File: src/rtl/datd_pkg.sv
// Shared types and constants for the delta address table decoder.
// No dependencies.
`default_nettype none
package datd_pkg;
  localparam int unsigned CfgIdxW = 2;
  localparam logic [CfgIdxW-1:0] CfgPointerSize = 2'd0;
  localparam logic [CfgIdxW-1:0] CfgEntryCount  = 2'd1;
  localparam logic [CfgIdxW-1:0] CfgFlatMode    = 2'd2;

  localparam logic [1:0] StatusOk       = 2'd0;
  localparam logic [1:0] StatusTrunc    = 2'd1;
  localparam logic [1:0] StatusTrailing = 2'd2;

  // byte moved from front to back
  typedef struct packed {
    logic [7:0] data;
    logic       last;
  } beat_t;

  // result of one byte
  typedef struct packed {
    logic        entry_valid;
    logic [63:0] entry_id;
    logic [63:0] entry_offset;
    logic        stream_done;
    logic [1:0]  stream_status;
  } result_t;

  function automatic logic [3:0] kind_bytes(input logic [3:0] kind);
    logic [3:0] n;
    unique case (kind)
      4'd0: n = 4'd8;
      4'd2, 4'd3: n = 4'd1;
      4'd4, 4'd5, 4'd6: n = 4'd2;
      4'd7: n = 4'd4;
      default: n = 4'd0;
    endcase
    return n;
  endfunction

  function automatic logic [63:0] kind_value(input logic [3:0] kind,
                                             input logic [63:0] p,
                                             input logic [63:0] v);
    logic [63:0] r;
    unique case (kind)
      4'd0, 4'd6, 4'd7: r = v;
      4'd1: r = p + 64'd1;
      4'd2, 4'd4: r = p + v;
      4'd3, 4'd5: r = p - v;
      default: r = p;
    endcase
    return r;
  endfunction
endpackage
`default_nettype wire

File: src/rtl/datd_fifo.sv
// Small beat queue between the byte front end and the decode engine.
// Depends on datd_pkg.
`default_nettype none
module datd_fifo
  import datd_pkg::*;
(
  input  wire   clk_i,
  input  wire   rst_ni,
  input  wire   in_valid_i,
  output logic  in_ready_o,
  input  beat_t in_beat_i,
  output logic  out_valid_o,
  input  wire   out_ready_i,
  output beat_t out_beat_o
);
  beat_t      mem_q [2];
  logic       wp_q, rp_q;
  logic [1:0] cnt_q;
  logic       push, pop;

  assign in_ready_o  = (cnt_q != 2'd2);
  assign out_valid_o = (cnt_q != 2'd0);
  assign out_beat_o  = mem_q[rp_q];
  assign push = in_valid_i && in_ready_o;
  assign pop  = out_valid_o && out_ready_i;

  always_ff @(posedge clk_i) begin
    if (push) mem_q[wp_q] <= in_beat_i;
  end

  always_ff @(posedge clk_i or negedge rst_ni) begin
    if (!rst_ni) begin
      wp_q <= 1'b0; rp_q <= 1'b0; cnt_q <= 2'd0;
    end else begin
      if (push) wp_q <= ~wp_q;
      if (pop) rp_q <= ~rp_q;
      cnt_q <= cnt_q + {1'b0, push} - {1'b0, pop};
    end
  end

  a_cnt_range: assert property (@(posedge clk_i) disable iff (!rst_ni) cnt_q != 2'd3)
    else $error("queue count overflow");
  a_no_push_full: assert property (@(posedge clk_i) disable iff (!rst_ni)
    cnt_q == 2'd2 |-> !push) else $error("push into full queue");
  a_no_pop_empty: assert property (@(posedge clk_i) disable iff (!rst_ni)
    cnt_q == 2'd0 |-> !pop) else $error("pop from empty queue");
endmodule
`default_nettype wire

File: src/rtl/datd_engine.sv
// Decode engine: parses delta or flat entries, scales offsets through a
// serial divider and a shift-add multiplier. Depends on datd_pkg.
`default_nettype none
module datd_engine
  import datd_pkg::*;
(
  input  wire         clk_i,
  input  wire         rst_ni,
  input  wire   [7:0] pointer_size_i,
  input  wire  [30:0] entry_count_i,
  input  wire         flat_mode_i,
  input  wire         in_valid_i,
  output logic        in_ready_o,
  input  beat_t       in_beat_i,
  output logic        out_valid_o,
  input  wire         out_ready_i,
  output result_t     out_res_o
);
  localparam logic [2:0] StIdle = 3'd0;
  localparam logic [2:0] StDiv  = 3'd1;
  localparam logic [2:0] StMul  = 3'd2;
  localparam logic [2:0] StOut  = 3'd3;

  logic [2:0]  st_q, st_d;
  logic [63:0] prev_id_q, prev_id_d, prev_off_q, prev_off_d;
  logic [63:0] acc_q, acc_d, held_id_q, held_id_d;
  logic [1:0]  phase_q, phase_d;
  logic [3:0]  left_q, left_d, id_kind_q, id_kind_d;
  logic [2:0]  pos_q, pos_d, off_kind_q, off_kind_d;
  logic        scale_q, scale_d, trail_q, trail_d, last_q, last_d;
  logic [30:0] done_q, done_d;
  logic [5:0]  it_q, it_d;
  logic [63:0] quo_q, quo_d, mul_q, mul_d, prod_q, prod_d;
  logic [7:0]  rem_q, rem_d, ps_q, ps_d;
  result_t     res_q, res_d;

  logic [7:0]  ps;
  logic [8:0]  rem_sh;
  logic [63:0] acc_new;
  logic        take;

  assign ps = (pointer_size_i == 8'd0) ? 8'd1 : pointer_size_i;
  assign in_ready_o = (st_q == StIdle);
  assign out_valid_o = (st_q == StOut);
  assign out_res_o = res_q;
  assign take = in_valid_i && in_ready_o;
  assign acc_new = acc_q | ({56'd0, in_beat_i.data} << {pos_q, 3'd0});
  assign rem_sh = {rem_q, quo_q[63]};

  always_comb begin
    logic [63:0] hid, off, q;
    logic [3:0]  n;
    logic        have, fin, scl, sf;
    logic [30:0] dn;
    logic [1:0]  p2;
    logic [2:0]  okind;
    st_d = st_q; prev_id_d = prev_id_q; prev_off_d = prev_off_q; acc_d = acc_q;
    held_id_d = held_id_q; phase_d = phase_q; left_d = left_q; id_kind_d = id_kind_q;
    pos_d = pos_q; off_kind_d = off_kind_q; scale_d = scale_q; trail_d = trail_q;
    last_d = last_q; done_d = done_q; it_d = it_q; quo_d = quo_q; mul_d = mul_q;
    prod_d = prod_q; rem_d = rem_q; ps_d = ps_q; res_d = res_q;
    hid = held_id_q; off = '0; q = '0; n = 4'd0; have = 1'b0; fin = 1'b0;
    scl = 1'b0; sf = scale_q; dn = done_q; p2 = pos_q[1:0]; okind = off_kind_q;
    unique case (st_q)
      StIdle: begin
        if (take) begin
          if (trail_q || done_q >= entry_count_i) begin
            trail_d = 1'b1;
          end else if (flat_mode_i) begin
            q = ((p2 == 2'd0) ? 64'd0 : acc_q) | ({56'd0, in_beat_i.data} << {p2, 3'd0});
            if (p2 != 2'd3) begin
              acc_d = q; pos_d = {1'b0, p2 + 2'd1};
            end else begin
              acc_d = '0; pos_d = '0;
              hid = {33'd0, done_q}; off = {32'd0, q[31:0]};
              have = (q[31:0] != 32'd0); dn = done_q + 31'd1;
            end
          end else if (phase_q == 2'd1 || phase_q == 2'd2) begin
            acc_d = acc_new; pos_d = pos_q + 3'd1;
            n = (left_q != 4'd0) ? left_q - 4'd1 : 4'd0;
            left_d = n;
            if (n == 4'd0) begin
              if (phase_q == 2'd1) begin
                hid = kind_value(id_kind_q, prev_id_q, acc_new);
                held_id_d = hid;
                n = kind_bytes({1'b0, off_kind_q});
                acc_d = '0; pos_d = '0; left_d = n;
                if (n == 4'd0) fin = 1'b1; else phase_d = 2'd2;
              end else begin
                fin = 1'b1; q = acc_new;
              end
            end
          end else begin
            id_kind_d = in_beat_i.data[3:0];
            off_kind_d = in_beat_i.data[6:4];
            scale_d = in_beat_i.data[7];
            okind = in_beat_i.data[6:4];
            sf = in_beat_i.data[7];
            n = kind_bytes(in_beat_i.data[3:0]);
            acc_d = '0; pos_d = '0; left_d = n;
            if (n == 4'd0) begin
              hid = kind_value(in_beat_i.data[3:0], prev_id_q, 64'd0);
              held_id_d = hid;
              n = kind_bytes({1'b0, in_beat_i.data[6:4]});
              left_d = n;
              if (n == 4'd0) fin = 1'b1; else phase_d = 2'd2;
            end else phase_d = 2'd1;
          end
          if (fin) begin
            scl = sf;
            off = kind_value({1'b0, okind}, prev_off_q, q);
            have = 1'b1; dn = done_q + 31'd1;
            prev_id_d = hid; phase_d = 2'd0;
            mul_d = q;
            if (!scl) prev_off_d = off;
          end
          done_d = dn;
          last_d = in_beat_i.last;
          res_d.entry_valid = have;
          res_d.entry_id = have ? hid : 64'd0;
          res_d.entry_offset = have ? off : 64'd0;
          res_d.stream_done = in_beat_i.last;
          res_d.stream_status = !in_beat_i.last ? StatusOk :
            (trail_q || done_q >= entry_count_i) ? StatusTrailing :
            (dn < entry_count_i) ? StatusTrunc : StatusOk;
          quo_d = prev_off_q; rem_d = '0; ps_d = ps; it_d = '0; prod_d = '0;
          if (in_beat_i.last) begin
            phase_d = '0; acc_d = '0; left_d = '0; pos_d = '0;
            id_kind_d = '0; scale_d = 1'b0;
            held_id_d = '0; done_d = '0; trail_d = 1'b0;
            if (!scl) begin
              prev_id_d = '0; prev_off_d = '0; off_kind_d = '0;
            end
          end
          if (scl) st_d = StDiv;
          else if (have || in_beat_i.last) st_d = StOut;
        end
      end
      // restoring division of the previous offset by the pointer size
      StDiv: begin
        it_d = it_q + 6'd1;
        if (rem_sh >= {1'b0, ps_q}) begin
          rem_d = 8'(rem_sh - {1'b0, ps_q});
          quo_d = {quo_q[62:0], 1'b1};
        end else begin
          rem_d = rem_sh[7:0];
          quo_d = {quo_q[62:0], 1'b0};
        end
        if (it_q == 6'd63) begin
          it_d = '0; st_d = StMul;
        end
      end
      // apply the kind to the quotient, then shift-add multiply
      StMul: begin
        it_d = it_q + 6'd1;
        if (it_q == 6'd0)
          mul_d = kind_value({1'b0, off_kind_q}, quo_q, mul_q);
        else if (ps_q[3'(8 - it_q)])
          prod_d = prod_q + (mul_q << (3'(8 - it_q)));
        if (it_q == 6'd7) begin
          q = (ps_q[0] ? mul_q : 64'd0) + prod_q
              + (ps_q[1] ? (mul_q << 1) : 64'd0);
          res_d.entry_offset = q;
          if (last_q) begin
            prev_off_d = '0; prev_id_d = '0; off_kind_d = '0;
          end else prev_off_d = q;
          st_d = StOut;
        end
      end
      StOut: if (out_ready_i) st_d = StIdle;
      default: st_d = StIdle;
    endcase
  end

  always_ff @(posedge clk_i or negedge rst_ni) begin
    if (!rst_ni) begin
      st_q <= StIdle; prev_id_q <= '0; prev_off_q <= '0; acc_q <= '0;
      held_id_q <= '0; phase_q <= '0; left_q <= '0; id_kind_q <= '0;
      pos_q <= '0; off_kind_q <= '0; scale_q <= 1'b0; trail_q <= 1'b0;
      last_q <= 1'b0; done_q <= '0; it_q <= '0; quo_q <= '0; mul_q <= '0;
      prod_q <= '0; rem_q <= '0; ps_q <= '0; res_q <= '0;
    end else begin
      st_q <= st_d; prev_id_q <= prev_id_d; prev_off_q <= prev_off_d; acc_q <= acc_d;
      held_id_q <= held_id_d; phase_q <= phase_d; left_q <= left_d; id_kind_q <= id_kind_d;
      pos_q <= pos_d; off_kind_q <= off_kind_d; scale_q <= scale_d; trail_q <= trail_d;
      last_q <= last_d; done_q <= done_d; it_q <= it_d; quo_q <= quo_d; mul_q <= mul_d;
      prod_q <= prod_d; rem_q <= rem_d; ps_q <= ps_d; res_q <= res_d;
    end
  end

  a_in_only_idle: assert property (@(posedge clk_i) disable iff (!rst_ni)
    take |-> st_q == StIdle) else $error("byte taken while busy");
  a_div_to_mul: assert property (@(posedge clk_i) disable iff (!rst_ni)
    st_q == StDiv && it_q == 6'd63 |=> st_q == StMul) else $error("divide overrun");
  a_status_done: assert property (@(posedge clk_i) disable iff (!rst_ni)
    out_valid_o && !res_q.stream_done |-> res_q.stream_status == StatusOk)
    else $error("status without done");
endmodule
`default_nettype wire

File: src/rtl/delta_address_table_decoder_top.sv
// Top level of the delta address table decoder: config registers, beat
// queue and decode engine. Depends on datd_pkg, datd_fifo, datd_engine.
`default_nettype none
// Takes one table body byte per beat and returns a result beat for every
// byte that completes an entry or is marked tlast; tuser flags a result beat
// that carries an entry. A two-entry queue sits between the byte input and
// the decode engine. The engine takes a new byte only while idle. A byte
// that yields no result leaves it idle; an unscaled entry or end of body goes
// to the result beat, which holds until accepted; a byte that completes a
// scaled entry passes through the serial divider and the multiplier first.
module delta_address_table_decoder_top
  import datd_pkg::*;
(
  input  wire          clk_i,
  input  wire          rst_ni,
  input  wire          cfg_we_i,
  input  wire    [1:0] cfg_idx_i,
  input  wire   [30:0] cfg_data_i,
  input  wire          s_axis_tvalid,
  output logic         s_axis_tready,
  input  wire    [7:0] s_axis_tdata,   // data_byte
  input  wire          s_axis_tlast,   // last_byte
  output logic         m_axis_tvalid,
  input  wire          m_axis_tready,
  output logic [135:0] m_axis_tdata,   // entry_id, entry_offset, stream_status
  output logic         m_axis_tuser,   // entry_valid
  output logic         m_axis_tlast    // stream_done
);
  logic [7:0]  ps_q;
  logic [30:0] cnt_q;
  logic        flat_q;
  logic        q_valid, q_ready;
  beat_t       q_beat, in_beat;
  result_t     res;

  always_ff @(posedge clk_i or negedge rst_ni) begin
    if (!rst_ni) begin
      ps_q <= 8'd8; cnt_q <= '0; flat_q <= 1'b0;
    end else if (cfg_we_i) begin
      unique case (cfg_idx_i)
        CfgPointerSize: ps_q <= cfg_data_i[7:0];
        CfgEntryCount: cnt_q <= cfg_data_i;
        CfgFlatMode: flat_q <= cfg_data_i[0];
        default: ;
      endcase
    end
  end

  assign in_beat.data = s_axis_tdata;
  assign in_beat.last = s_axis_tlast;

  datd_fifo u_fifo (
    .clk_i, .rst_ni,
    .in_valid_i(s_axis_tvalid), .in_ready_o(s_axis_tready), .in_beat_i(in_beat),
    .out_valid_o(q_valid), .out_ready_i(q_ready), .out_beat_o(q_beat)
  );

  datd_engine u_engine (
    .clk_i, .rst_ni,
    .pointer_size_i(ps_q), .entry_count_i(cnt_q), .flat_mode_i(flat_q),
    .in_valid_i(q_valid), .in_ready_o(q_ready), .in_beat_i(q_beat),
    .out_valid_o(m_axis_tvalid), .out_ready_i(m_axis_tready), .out_res_o(res)
  );

  assign m_axis_tdata = {6'd0, res.stream_status, res.entry_offset, res.entry_id};
  assign m_axis_tuser = res.entry_valid;
  assign m_axis_tlast = res.stream_done;
endmodule
`default_nettype wire

File: config.mk
export PLATFORM = sky130hd
export DESIGN_NAME = delta_address_table_decoder_top
export DESIGN_NICKNAME = d
export VERILOG_FILES = /design/src/rtl/datd_pkg.sv /design/src/rtl/datd_fifo.sv /design/src/rtl/datd_engine.sv /design/src/rtl/delta_address_table_decoder_top.sv
export SDC_FILE = /design/constraint.sdc
export NUM_CORES = 2
export LEC_CHECK = 0
export BUFFER_PORTS_ARGS = -buffer_cell sky130_fd_sc_hd__buf_2
export CORE_ASPECT_RATIO = 0.5
export CORE_MARGIN = 3
export CORE_UTILIZATION = 44
export DETAILED_ROUTE_END_ITERATION = 8
export GPL_ROUTABILITY_DRIVEN = 1
export PLACE_DENSITY = 0.67
export REMOVE_ABC_BUFFERS = 1
export SYNTH_ARGS = -nofsm -noshare
export SYNTH_HDL_FRONTEND = slang
export SYNTH_SLANG_ARGS = --single-unit
File: constraint.sdc
create_clock -name clk_i -period 15.8 [get_ports clk_i]
set_input_delay 0 -clock clk_i [delete_from_list [all_inputs] [get_ports clk_i]]
set_output_delay 0 -clock clk_i [all_outputs]
set_load 0.02 [all_outputs]
## Word level (Yosys, flattened, before mapping)

Memory sizes are Yosys's and may differ from the RTL's.
Cells that the tools add are included.

- Bits in registers: 698
- Bits in writable memories: 18
- Input bits: 47
- Output and inout port bits: 140
- Logic and storage cells: 367
- Memories: 1

- $add $sub $neg: 21
- Order comparisons: 4
- Equality and inequality tests: 65
- Shifts and indexed selects: 3
- Mux-type cells: 181
- Bitwise gates (word level): 4
- Reductions and logical operators: 58

Memories:

| name | words | width | read ports | clocked after memory_dff | write ports | line | text |
|---|---|---|---|---|---|---|---|
| u_fifo.mem_q | 2 | 9 | 1 | 0 | 1 | datd_fifo.sv:16 | `beat_t mem_q [2];` |

Operators by type and width:

| operator | number |
|---|---|
| $mux W64 | 52 |
| $pmux W64 S2 | 7 |
| $pmux W64 S4 | 2 |
| $add A64 B64 Y64 | 6 |
| $mux W31 | 7 |
| $add A64 B1 Y64 const B | 3 |
| $pmux W64 S3 | 1 |
| $sub A64 B64 Y64 | 3 |
| $or A64 B64 Y64 | 2 |
| $mux W4 | 30 |
| $mux W67 | 1 |
| $mux W3 | 22 |
| $shl A64 B3 Y64 | 1 |
| $shl A8 B5 Y64 | 1 |
| $shl A8 B6 Y64 | 1 |
| $pmux W4 S4 | 3 |
| $eq A3 B3 Y1 const B | 12 |
| $eq A4 B3 Y1 const B | 8 |
| $mux W1 | 32 |
| $mux W32 | 1 |
| $reduce_bool A32 Y1 | 1 |
| $add A31 B1 Y31 const B | 1 |
| $ge A31 B31 Y1 | 1 |
| $lt A31 B31 Y1 | 1 |
| 51 further kinds | 137 |

## Logic depth before layout (Yosys ltp)

An unclocked memory read counts as a cell.

- Depth in word-level cells: 33
- Depth in mapped cells: 33
- Depth with buffers taken out: 30

## Hierarchy

Synthesis repeated with hierarchy kept, for this count alone.

- Cell total of the unflattened synthesis: 8,924
- Area, all modules: 69,455.4 um^2

By module, submodules not included:

| module | instances | cells each | area each (um^2) | sequential area each (um^2) |
|---|---|---|---|---|
| datd_engine | 1 | 8,781 | 67,015.5 | 16,340.7 |
| delta_address_table_decoder_top | 1 | 93 | 1,570.3 | 1,002.2 |
| datd_fifo | 1 | 50 | 869.6 | 640.6 |

## Worst setup path after synthesis

No wires, ideal clock.

- Path type: register to register
- Start: reg u_engine.it_q[0]
- End: reg u_engine.prod_q[48]
- Setup time: 0.087 ns
- Arrival time: 6.641 ns
- Data required time: 15.713 ns
- Slack: 9.072 ns
- Stages on the path, launching flop included: 25
- Buffers on the path: 7
- Clock period less this slack: 6.728 ns
- Cells stage by stage: dfrtp_1 > buf_1 > clkbuf_1 > clkbuf_1 > inv_1 > ha_1 > clkbuf_1 > clkbuf_1 > clkbuf_1 > clkbuf_1 > nor3_1 > ha_1 > fa_1 > a21o_1 > a21oi_1 > o21ai_0 > a2111oi_0 > o31ai_1 > a31o_2 > nand3_1 > a31oi_1 > a211oi_1 > nor2_1 > or4b_2 > o211ai_1

- Cells in the longest elaborated chain, start to end: 6
- Elaborated cells between the ends (all ways): 12
- Classes of those cells: 2 x add/sub; 2 x eq/ne; 1 x shift; 5 x mux; 2 x reduce/logical

Ends and longest elaborated chain:

| element | line | text |
|---|---|---|
| start, declared | datd_engine.sv:32 | `logic [5:0] it_q, it_d;` |
| start signal, assigned | datd_engine.sv:186 | `last_q <= last_d; done_q <= done_d; it_q <= it_d; quo_q <= quo_d; mul_q <= mul_d;` |
| $sub A1 B3 Y3 | datd_engine.sv:158, datd_engine.sv:159 |  |
| $shl A64 B3 Y64 | datd_engine.sv:159 | `prod_d = prod_q + (mul_q << (3'(8 - it_q)));` |
| $add A64 B64 Y64 | datd_engine.sv:159 |  |
| $mux W64 | datd_engine.sv:158 | `else if (ps_q[3'(8 - it_q)])` |
| $mux W64 | datd_engine.sv:156 | `if (it_q == 6'd0)` |
| $pmux W64 S2 | datd_engine.sv:64 | `unique case (st_q)` |
| end signal, assigned | datd_engine.sv:187 | `prod_q <= prod_d; rem_q <= rem_d; ps_q <= ps_d; res_q <= res_d;` |
| end, declared | datd_engine.sv:33 | `logic [63:0] quo_q, quo_d, mul_q, mul_d, prod_q, prod_d;` |

Several ways; a longest one is shown, not always the timed one. The select of a mux whose other input is x is not followed.
A chain may end at the register's enable or synchronous reset.

## Final worst setup path

- Start: reg u_engine.done_q[5]
- End: reg u_engine.res_q (netlist bit u_engine.out_res_o[65])

- Cells in the longest elaborated chain, start to end: 12
- Elaborated cells between the ends (all ways): 34
- Classes of those cells: 2 x add/sub; 1 x order compare; 7 x eq/ne; 19 x mux; 5 x reduce/logical

Ends and longest elaborated chain:

| element | line | text |
|---|---|---|
| start, declared | datd_engine.sv:31 | `logic [30:0] done_q, done_d;` |
| start signal, assigned | datd_engine.sv:186 |  |
| $ge A31 B31 Y1 * | datd_engine.sv:67 | `if (trail_q \|\| done_q >= entry_count_i) begin` |
| $logic_or A1 B1 Y1 * | datd_engine.sv:67 |  |
| branches (longest 7 deep; another with $sub A64 B64 Y64) | -- |  |
| $mux W64 * | datd_engine.sv:121 | `res_d.entry_offset = have ? off : 64'd0;` |
| $mux W67 * | datd_engine.sv:66 | `if (take) begin` |
| $pmux W64 S2 * | datd_engine.sv:64 |  |
| end signal, assigned | datd_engine.sv:187 |  |
| end, declared | datd_engine.sv:35 | `result_t res_q, res_d;` |

Mark *: on every way between the ends. The select of a mux whose other input is x is not followed.

==> results.ini <==
[cts]
clockRootBuffer=clkbuf_16
cts_tree=built
cts_made_buffers=78
clkTransAtPathRegs_ns=0.07
cts_setup_buffers=0
cts.sinks=715
clk_latency_ns=0.74
cts_max_path_buffers=3
htree_levels=3

[routing]
vias=72700
via_per_inst=6.55
drtPass1Iterations=7
drtAntennaViolNets=0
drc_errors=0
finalWirelength_mm=305
drtIter0Drc=9532
wl_per_cell_um=27.4

[finish]
syn2layout_area_growth_pct=8.67
final_cells=11100
nets=9469
layout-drive-gt1-share_pct=9.13
fill_cells=15400

[synth]
avgSynthCellArea_sq_um=7.62
synth.most_common_cell=nand2_1
netlist_area_sq_um=69400
yosysWarningCount=0
yosys.area.top_type=dfrtp_1
yosysTopAreaCellShare_pct=25.1
ys_async_sr_fraction_pct=97.5
synth-edff-count=18
synth.distinct_cells=120
synthTopCellsByArea=dfrtp_1, ha_1, a21oi_1
ys_seq_area_share_pct=25.9
synth_flop_cell=dfrtp_1
synthCells=9111
synth_commonest_cells=nand2_1, a21oi_1, o21ai_0, nor2_1, dfrtp_1
synth-seq-cells=715

[setup_path]
critPathCaptureType=register
r2r_start=u_engine.done_q[5]$_DFFE_PN0P_
path_max_fanout=49
critPathArrivalTime_ns=9.56
slowest_stage=nor4_1
crit_family=compound AO/OA/AOI/OAI gates
required_ns=16.43
path_class=reg -> reg
slowest_delay_ns=0.67
r2r_end=u_engine.out_res_o[65]$_DFFE_PN0P_
cp-start-kind=register
r2r_slack_ns=6.87
crit_buf_inv=3
rr_worst_depth=29

[floorplanning]
dieArea_sq_um=163000
die_x_um=568
initial_core_util_pct=44.6
rows=102
core-area_sq_um=156000
ioPinCount=187
die_height_um=287

[pwr]
vdd_drop_max_mv=0.157
power.density_nw_per_um2=211
power_mw=15.9
power.leakage_nw=33.3

[global_route]
grt_util_all_layers_pct=36.1
grt_pass1_vias=66700
grt-ovfl-total=0
grt_antenna_before_repair=13
grt_pass1_wl_mm=447
grt_max_degree=159

[hold_path]
min_to=cnt_q[12]$_DFFE_PN0P_
hold_class=in -> reg
holdPathStages=3
min-delay-start=cfg_data_i[12]

[timing]
setup_ws_ns=6.87
period_minus_slack_ns=8.93
rsz0062_at_grt=no
timing.final.max_slew_violations=0
fin_tns_setup_ns=0
skew_ns=0.0554
slew_headroom_pct=13.7
hold_viol=0
worst-slew-pin-transition_ns=1.28
fmax_mhz=112
finalSetupViolCount=0
finalCritPeriodShare_pct=56.5

[place]
place_congestion=1.04
dp.cells=10900
io_buffers=180
dp_hpwl_mm=226
place_worst_setup_slack_ns=7.17

[flow_run]
cap_violations=0

[status]
status=complete, no violations

[sequential cells by signal (all words and copies together), names as in the netlist, 4 cells and up]
| register | cells |
|---|---|
| u_engine.prev_id_q | 64 |
| u_engine.out_res_o | 131 |
| u_engine.prod_q | 64 |
| ps_q | 8 |
| u_engine.quo_q | 64 |
| u_engine.left_q | 4 |
| cnt_q | 31 |
| u_engine.id_kind_q | 4 |
| u_fifo.mem_q | 18 |
| u_engine.held_id_q | 64 |
| u_engine.rem_q | 8 |
| u_engine.done_q | 31 |
| u_engine.mul_q | 64 |
| u_engine.it_q | 6 |
| u_engine.prev_off_q | 64 |
| u_engine.ps_q | 8 |
| u_engine.acc_q | 64 |
[per-layer routing]
layer / GRT usage [%] / routed length [um] / vias to the layer above
met5: 0.147 / 43 / -
met4: 15.5 / 14700 / 8
met3: 9.54 / 35900 / 725
met2: 51.4 / 123000 / 4119
met1: 51.0 / 131000 / 35200
li1: - / - / 32700
[cell usage in the layout (no fill, tap or decap), types with 72 or more instances in the layout]
| cell | netlist | final |
|---|---|---|
| o31ai_1 | 120 | 119 |
| mux2i_1 | 138 | 133 |
| o22ai_1 | 114 | 114 |
| mux2_2 | 103 | 103 |
| a31oi_1 | 114 | 114 |
| nor3_1 | 205 | 202 |
| a211oi_1 | 72 | 72 |
| buf_4 | 11 | 185 |
| inv_1 | 373 | 370 |
| nand4_1 | 97 | 97 |
| ha_1 | 402 | 397 |
| o211ai_1 | 72 | 72 |
| buf_2 | 23 | 179 |
| o21ai_0 | 861 | 856 |
| a21oi_1 | 909 | 905 |
| nand3_1 | 173 | 173 |
| nand2_1 | 1182 | 1177 |
| and3_1 | 89 | 89 |
| xnor2_1 | 280 | 278 |
| a21o_1 | 208 | 208 |
| clkbuf_16 | 0 | 80 |
| nor2_1 | 787 | 774 |
| a22o_1 | 87 | 87 |
| xor2_1 | 226 | 225 |
| dfrtp_1 | 696 | 691 |
[worst register-to-register path: cells and delay by family, from the launching register on]
| kind | cells | cell delay (ns) |
|---|---|---|
| AOI/OAI and AO/OA | 10 | 3.24 |
| and+or+nand+nor | 12 | 2.70 |
| adders and majority gates | 3 | 1.22 |
| buffers and inverters | 3 | 0.97 |
| DFF | 1 | 0.50 |
| muxes | 1 | 0.23 |
[area by class of cell]
cell class / instances / area, sq um / area share [%]
Clock buffer: 109 / 2290 / 3.04
Antenna cell: 12 / 30.0 / 0.0398
Clock inverter: 33 / 474 / 0.628
Inverter: 376 / 1410 / 1.87
Timing Repair Buffer: 416 / 2820 / 3.74
Sequential cell: 715 / 18000 / 23.8
Multi-Input combinational cell: 7365 / 47800 / 63.4
Tap cell: 2080 / 2600 / 3.45
[metrics by stage]
stage               hold slack [ns]  utilization (%)  area [sq um]
floorplan                    -0.296                -         66900
global placement              0.123             46.4         72200
detailed placement            0.132             46.4         72200
CTS                          0.0406             48.4         75400
global route                 0.0746             48.5         75400
finish                       0.0717             48.5         75500
[worst max-delay path by stage]
stage	from	to	slack (ns)	cells after the start
after floorplan	u_fifo.cnt_q[1]$_DFF_PN0_	u_engine.acc_q[16]$_DFFE_PN0P_	5.17	7
after global placement	u_engine.done_q[14]$_DFFE_PN0P_	u_engine.prev_off_q[61]$_DFFE_PN0P_	7.44	29
after detailed placement	u_engine.done_q[14]$_DFFE_PN0P_	u_engine.out_res_o[65]$_DFFE_PN0P_	7.17	29
after CTS	u_engine.done_q[14]$_DFFE_PN0P_	u_engine.out_res_o[65]$_DFFE_PN0P_	7.13	29
after global routing	u_engine.done_q[14]$_DFFE_PN0P_	u_engine.prev_off_q[58]$_DFFE_PN0P_	6.55	29
final	u_engine.done_q[5]$_DFFE_PN0P_	u_engine.out_res_o[65]$_DFFE_PN0P_	6.87	29
[cell families after synthesis]
family / Yosys count / synth area share (%)
AOI/OAI and AO/OA: 3160 / 28.5
and+or+nand+nor: 2937 / 19.2
buffers and inverters: 1036 / 5.76
DFF: 715 / 25.9
xor gates and xnor gates: 506 / 6.38
adders and majority gates: 470 / 9.20
muxes: 286 / 5.08
other: 1 / 0.00540
[what timing repair did]
| action | 4_1_cts | 5_1_grt |
|---|---|---|
| resized for setup | 0 | 0 |
| hold buffers | 50 | 0 |
| endpoints found under the hold margin | 192 | 0 |
[report_power, final]
part / total (mW) / switching, mW / internal, mW
Combinational: 10.7 / 7.37 / 3.34
Clock: 2.08 / 0.895 / 1.18
Sequential: 3.11 / 0.760 / 2.35
(Power assumes the default switching activity.)
